`src/rtl/key_hash_32_macros.svh`:
```
// key_hash_32_macros.svh: assertion macros shared by the key hash rtl
// no dependencies; define ASSERT_OFF to compile the checks away
`ifndef KEY_HASH_32_MACROS_SVH
`define KEY_HASH_32_MACROS_SVH

`ifndef ASSERT_OFF

// same-cycle implication, checked outside reset
`define KH_ASSERT_IMPL(label, clk, rst_n, ante, cons) \
    label: assert property (@(posedge clk) disable iff (!rst_n) (ante) |-> (cons)) \
        else $error("key hash check failed");

// next-cycle implication, checked outside reset
`define KH_ASSERT_NEXT(label, clk, rst_n, ante, cons) \
    label: assert property (@(posedge clk) disable iff (!rst_n) (ante) |=> (cons)) \
        else $error("key hash check failed");

`else

`define KH_ASSERT_IMPL(label, clk, rst_n, ante, cons)
`define KH_ASSERT_NEXT(label, clk, rst_n, ante, cons)

`endif

`endif

```
`src/rtl/kh_pkg.sv`:
```
// kh_pkg: types and constants of the key hash block
// used by every rtl file of key_hash_32 but the assertion macros header
`default_nettype none

package kh_pkg;

    localparam int unsigned LENGTH_BITS_DEF = 16;
    localparam int unsigned HASH_W          = 32;
    localparam int unsigned BYTES_W         = 3;
    localparam logic [31:0] HASH_MUL        = 32'hc6a4a793;
    localparam int unsigned FULL_SHIFT      = 16;
    localparam int unsigned TAIL_SHIFT      = 24;
    localparam int unsigned QUEUE_DEPTH     = 2;

    typedef enum logic [1:0] {
        MIX_NONE = 2'd0,
        MIX_FULL = 2'd1,
        MIX_TAIL = 2'd2
    } t_mix_mode;

    typedef enum logic {
        BK_LOAD = 1'b0,
        BK_MIX  = 1'b1
    } t_back_state;

    typedef struct packed {
        logic [HASH_W-1:0] start_val;
        logic [HASH_W-1:0] add_term;
        t_mix_mode         mode;
        logic              first_item;
        logic              last_item;
    } t_kh_entry;

endpackage

`default_nettype wire

```
`src/rtl/kh_queue.sv`:
```
// kh_queue: short register queue between the front and the back
// depends on kh_pkg and key_hash_32_macros.svh
`default_nettype none
`include "key_hash_32_macros.svh"

module kh_queue
    import kh_pkg::*;
(
    input  wire logic       i_clk,
    input  wire logic       i_rst_n,
    input  wire logic       i_push,
    input  wire t_kh_entry  i_entry,
    input  wire logic       i_pop,
    output logic            o_full,
    output logic            o_valid,
    output t_kh_entry       o_entry
);

    localparam int unsigned PTR_W = (QUEUE_DEPTH > 1) ? $clog2(QUEUE_DEPTH) : 1;
    localparam int unsigned CNT_W = $clog2(QUEUE_DEPTH + 1);

    t_kh_entry          r_mem [QUEUE_DEPTH];
    logic [PTR_W-1:0]   r_wr_ptr;
    logic [PTR_W-1:0]   r_rd_ptr;
    logic [CNT_W-1:0]   r_count;
    logic [PTR_W-1:0]   n_wr_ptr;
    logic [PTR_W-1:0]   n_rd_ptr;
    logic [CNT_W-1:0]   n_count;
    logic               do_push;
    logic               do_pop;

    assign o_full  = (r_count == CNT_W'(QUEUE_DEPTH));
    assign o_valid = (r_count != '0);
    assign o_entry = r_mem[r_rd_ptr];
    assign do_push = i_push && !o_full;
    assign do_pop  = i_pop && o_valid;

    always_comb begin
        n_wr_ptr = r_wr_ptr;
        n_rd_ptr = r_rd_ptr;
        n_count  = r_count;
        if (do_push) begin
            n_wr_ptr = (r_wr_ptr == PTR_W'(QUEUE_DEPTH - 1)) ? '0 : r_wr_ptr + PTR_W'(1);
        end
        if (do_pop) begin
            n_rd_ptr = (r_rd_ptr == PTR_W'(QUEUE_DEPTH - 1)) ? '0 : r_rd_ptr + PTR_W'(1);
        end
        if (do_push && !do_pop) begin
            n_count = r_count + CNT_W'(1);
        end else if (do_pop && !do_push) begin
            n_count = r_count - CNT_W'(1);
        end
    end

    always_ff @(posedge i_clk) begin
        if (do_push) begin
            r_mem[r_wr_ptr] <= i_entry;
        end
    end

    always_ff @(posedge i_clk) begin
        if (!i_rst_n) begin
            r_wr_ptr <= '0;
            r_rd_ptr <= '0;
            r_count  <= '0;
        end else begin
            r_wr_ptr <= n_wr_ptr;
            r_rd_ptr <= n_rd_ptr;
            r_count  <= n_count;
        end
    end

    `KH_ASSERT_IMPL(a_count_bound, i_clk, i_rst_n, 1'b1, r_count <= CNT_W'(QUEUE_DEPTH))
    `KH_ASSERT_IMPL(a_pop_nonempty, i_clk, i_rst_n, i_pop, o_valid)
    `KH_ASSERT_IMPL(a_ptr_gap, i_clk, i_rst_n, (r_count == '0), r_wr_ptr == r_rd_ptr)

endmodule

`default_nettype wire

```
`config.mk`:
```
export PLATFORM = sky130hd
export DESIGN_NAME = kh_queue
export DESIGN_NICKNAME = d
export VERILOG_FILES = /design/src/rtl/kh_pkg.sv /design/src/rtl/kh_queue.sv
export VERILOG_INCLUDE_DIRS = /design/src /design/src/rtl
export SDC_FILE = /design/constraint.sdc
export NUM_CORES = 1
export LEC_CHECK = 0
export BUFFER_PORTS_ARGS = -buffer_cell sky130_fd_sc_hd__buf_2
export CELL_PAD_IN_SITES_DETAIL_PLACEMENT = 0
export CELL_PAD_IN_SITES_GLOBAL_PLACEMENT = 2
export CORE_ASPECT_RATIO = 0.6
export CORE_MARGIN = 4
export CORE_UTILIZATION = 34
export CTS_BUF_LIST = sky130_fd_sc_hd__clkbuf_16
export CTS_CLUSTER_SIZE = 10
export DETAILED_ROUTE_END_ITERATION = 10
export PLACE_DENSITY = 0.79
export REMOVE_ABC_BUFFERS = 1
export SYNTH_ARGS = -nofsm -noshare
export SYNTH_HDL_FRONTEND = slang
export SYNTH_SLANG_ARGS = --single-unit
```
`constraint.sdc`:
```
create_clock -name i_clk -period 3.6 [get_ports i_clk]
set_input_delay 0.18 -clock i_clk [delete_from_list [all_inputs] [get_ports i_clk]]
set_output_delay 0.18 -clock i_clk [all_outputs]
set_load 0.05 [all_outputs]
```
# == After elaboration in Yosys (flattened, before gate mapping) ==
# Memories as Yosys holds them, arrays and structs flattened. A register that Yosys moved wholly into a read port is not among the register bits.
# Index checks and enable logic that the tools add are counted.
# classes
add_sub_neg,4
n_eq_ne,1
n_mux,8
n_reduce_logical,9
# op_table
operator,n
1-bit 2-to-1 mux,6
1-bit logical AND,4
2-bit 2-to-1 mux,2
2-bit nonzero test,2
1-bit logical NOT,3
1-bit adder (second input constant),2
2-bit by 1-bit adder with 2-bit output (second input constant),1
2-bit equality test (second input constant),1
2-bit by 1-bit subtractor with 2-bit output (second input constant),1
# word_totals
regBits,4
ramBits,136
inputBits,72
output_inout_bits,70
n_memories,1
# mem_list
name,depth,word_bits,rd,rd_clocked_by_memory_dff,write_ports,line,source
r_mem,2,68,1,1,1,kh_queue.sv:22,t_kh_entry r_mem [QUEUE_DEPTH];

# == Depth between registers and ports, before layout ==
# depth
ltp_word,7
depth_mapped,7
depth_no_buf,7

# == Worst setup path before layout ==
# Ideal clock, no wire load.
# synth_path
path_kind,reg-to-reg
from,register r_count[0]
to,memory r_mem[0][0] (netlist bit) (enable)
setup_time_ns,0.483
t_arrival_ns,3.349
t_required_ns,3.117
path_slack_ns,-0.232
path_stages_with_launch,4
path_buffers,0
path_cell_list,dfxtp_1 > nand2b_1 > inv_2 > nor3_2
# synth_via
elab_chain_len,5
# synth_rtl
element,line,source
"start, declared",kh_queue.sv:25,logic [CNT_W-1:0] r_count;
"start signal, assigned",kh_queue.sv:69,r_count <= n_count;
2-bit equality test,kh_queue.sv:32,assign o_full = (r_count == CNT_W'(QUEUE_DEPTH));
named net o_full,kh_queue.sv:14,"output logic o_full,"
1-bit logical NOT,kh_queue.sv:35,assign do_push = i_push && !o_full;
1-bit logical AND,kh_queue.sv:35,
1-bit 2-to-1 mux,kh_queue.sv:56,if (do_push) begin
1-bit 2-to-1 mux (implied by the code),kh_queue.sv:57,r_mem[r_wr_ptr] <= i_entry;
"end, declared",kh_queue.sv:22,
# The timed path passes the listed nets, and every way through them passes these cells.

==> results.yml <==
detailed_routing:
  wl_per_cell_microns: 15.7
  drt_iter0_drc: 91
  antenna_left: 0
  vias: 2878
  drcViolationCount: 0
  first_pass_iters: 4
  routed_wl_microns: 10500
  vias_per_cell: 4.30
grt:
  met2_usage_pct: 19.2
  grt_pass1_vias: 3261
  grt.met3_usage_pct: 6.11
  grt_pass1_wl_microns: 16600
  grt.busiest_layer: "met2"
  grt_usage_pct: 12.3
  antenna_found_initial: 0
  grt.met1_usage_pct: 15.1
  grt.overflow.total: 0
  grt_start_max_net_pins: 69
setup_path:
  r2r_setup_slack_ps: 1730
  worstPathArrival_ps: 2170
  reg2reg_depth: 2
  r2r-start: "r_count[0]"
  crit_type: "reg2out"
  crit_path_end_kind: "output pin"
  worst-path-max-fanout: 68
  r2r_end: "r_mem[1][37]"
  crit_required_ps: 3420
  startpoint_type: "register"
timing:
  finalSetupViolCount: 0
  hold_viol: 0
  fmax_mhz: 426
  relSlewSlack_pct: 29.2
  drv_slew: 0
  rsz0062_at_grt: "false"
  fin_crit_sh_pct: 65.2
  worst_pin_slew_ps: 1060
  post-route-min-period_ps: 2350
  finClkSkew_ps: 11.7
finish:
  stdcell_count: 669
  drive_gt1_share_pct: 52.0
  finalNetCount: 532
  final_common_cell: "buf_2"
  most-common-layout-cells: "buf_2, edfxtp_1, dlygate4sd3_1"
  diodes: 0
  area_growth_pct: 41.1
floorplan:
  core_area_sq_um: 14800
  num_io_pins: 142
  start_util_pct: 35.4
  die_h_microns: 104
  num_rows: 34
  dieArea_sq_um: 17500
  die_width_microns: 168
clock_tree:
  clock_path_buffers: 2
  insertion_delay_ps: 410
  clk_pin_slew_ps: 60
  post-cts-setup-buffers: 0
  h-tree-depth: 4
  clock_sinks: 141
  cts_root_buf: "clkbuf_16"
  tritoncts: "done"
  numCtsBuffers: 17
min_path:
  holdPathEnd: "r_wr_ptr"
  hp-class: "in2reg"
  hp-start: "i_rst_n"
  min_delay_path_depth: 2
pwr:
  internal_power_w: 0.00362
  power_w: 0.00576
  total_leakage_power_nw: 2.80
  combPwrFrac_pct: 33.1
  share_seq_of_total_power_pct: 39.0
  power_frac_clock_pct: 27.9
  p_per_area_nw_per_um2: 782
  ir_drop_v: 0.000351
  swShare_pct: 37.2
  p_sw_w: 0.00214
run:
  maxCapViolCount: 0
logic_synthesis:
  avgSynthCellArea_sq_um: 22.1
  ys_ff_latch: 141
  yosysWarnings: 0
  synth.distinct_cells: 23
  syn_inst: 237
  synthesis.area_sq_um: 5230
  ys_seq_area_share_pct: 80.1
placed_design:
  detailed_place_hpwl_microns: 6420
  port_buffers: 141
  placed_cells: 570
  gp_congestion: 0.759
outcome:
  status: "complete, no violations"
==> critical path, cell delays in order (launching register included) <==
cell and delay, ps:
dfxtp_4 1060, mux2_2 450, buf_2 220
==> kinds of logic after synthesis <==
logic type,after synthesis,synth area share (%)
adder cells (fa/ha/maj),1,0.239
flip-flops,141,80.1
buffers and inverters,10,1.39
AO/OA/AOI/OAI,5,0.622
XOR/XNOR,3,0.503
AND/OR/NAND/NOR,9,1.10
multiplexers,68,16.1
==> through the flow <==
stage                     setup WS (ps)  hold slack, ps  setup TNS [ps]  utilization, %  instance area, sq um
final                              1250            30.1               0            50.0                  7370
after global routing               1140            13.0               0            50.0                  7370
after CTS                          1190            14.6               0            50.0                  7370
after detailed placement           1650             372               0            41.6                  6140
after global placement             1650             367               0            41.6                  6140
after floorplan                    -232             279          -15930               -                  5160
==> power by group through the flow <==
stage               clock network [W]  registers (W)  logic, W
CTS                           0.00166        0.00225   0.00193
floorplan                           0        0.00224   0.00149
detailed placement                  0        0.00229   0.00187
global route                  0.00174        0.00228   0.00200
finish                        0.00161        0.00225   0.00191
global placement                    0        0.00228   0.00186
==> how the worst max path moves through the flow <==
stage,endpoint,start
2_1_floorplan,r_mem[0][0],r_count[0]
6_report,o_entry[17],register
4_1_cts,o_entry[17],register
3_3_place_gp,o_entry[17],register
3_5_place_dp,o_entry[17],register
5_1_grt,o_entry[23],register
==> cells in the mapped netlist <==
cell type | count | area, sq um
nand2b_1 | 1 | 6.26
inv_1 | 1 | 3.75
o21a_1 | 1 | 7.51
nor3_2 | 1 | 10.0
mux2_2 | 48 | 541
nor2_1 | 1 | 3.75
and3_1 | 1 | 6.26
dfxtp_1 | 5 | 100
a21boi_0 | 1 | 7.51
mux2_4 | 20 | 300
o21ai_1 | 1 | 5.00
and2_1 | 3 | 18.8
edfxtp_1 | 136 | 4080
xnor2_1 | 2 | 17.5
buf_2 | 4 | 20.0
inv_2 | 1 | 3.75
o21ai_0 | 1 | 5.00
or3_1 | 1 | 6.26
ha_1 | 1 | 12.5
xor2_1 | 1 | 8.76
a21boi_1 | 1 | 7.51
buf_6 | 4 | 45.0
or2_2 | 1 | 6.26
==> final cells by class <==
type                    instances  area (sq um)
well taps                     198           248
inverters                       2          7.51
clock buffers                  17           425
multi-input cells              86           981
flip-flops and latches        141          4190
clock inverters                14           124
repair buffers                211          1400
fillers                      1248          7390
==> flip-flops by register name, summed over array words and instances, names as in the netlist, named ones only <==
| signal | count |
|---|---|
| r_wr_ptr | 1 |
| r_count | 2 |
| r_rd_ptr | 1 |
| r_mem | 136 |
==> per-layer routing <==
metal / up-vias / wire length, microns
met3: 9 / 933
met4: 0 / 84
li1: 1375 / -
met5: - / 0
met2: 112 / 4760
met1: 1382 / 4750
==> what timing repair did <==
action,in CTS,in global routing
hold buffers,68,0
gates resized for setup,0,0
endpoints found under the hold margin,136,0
No activity file was read; power rests on OpenSTA's default activity.
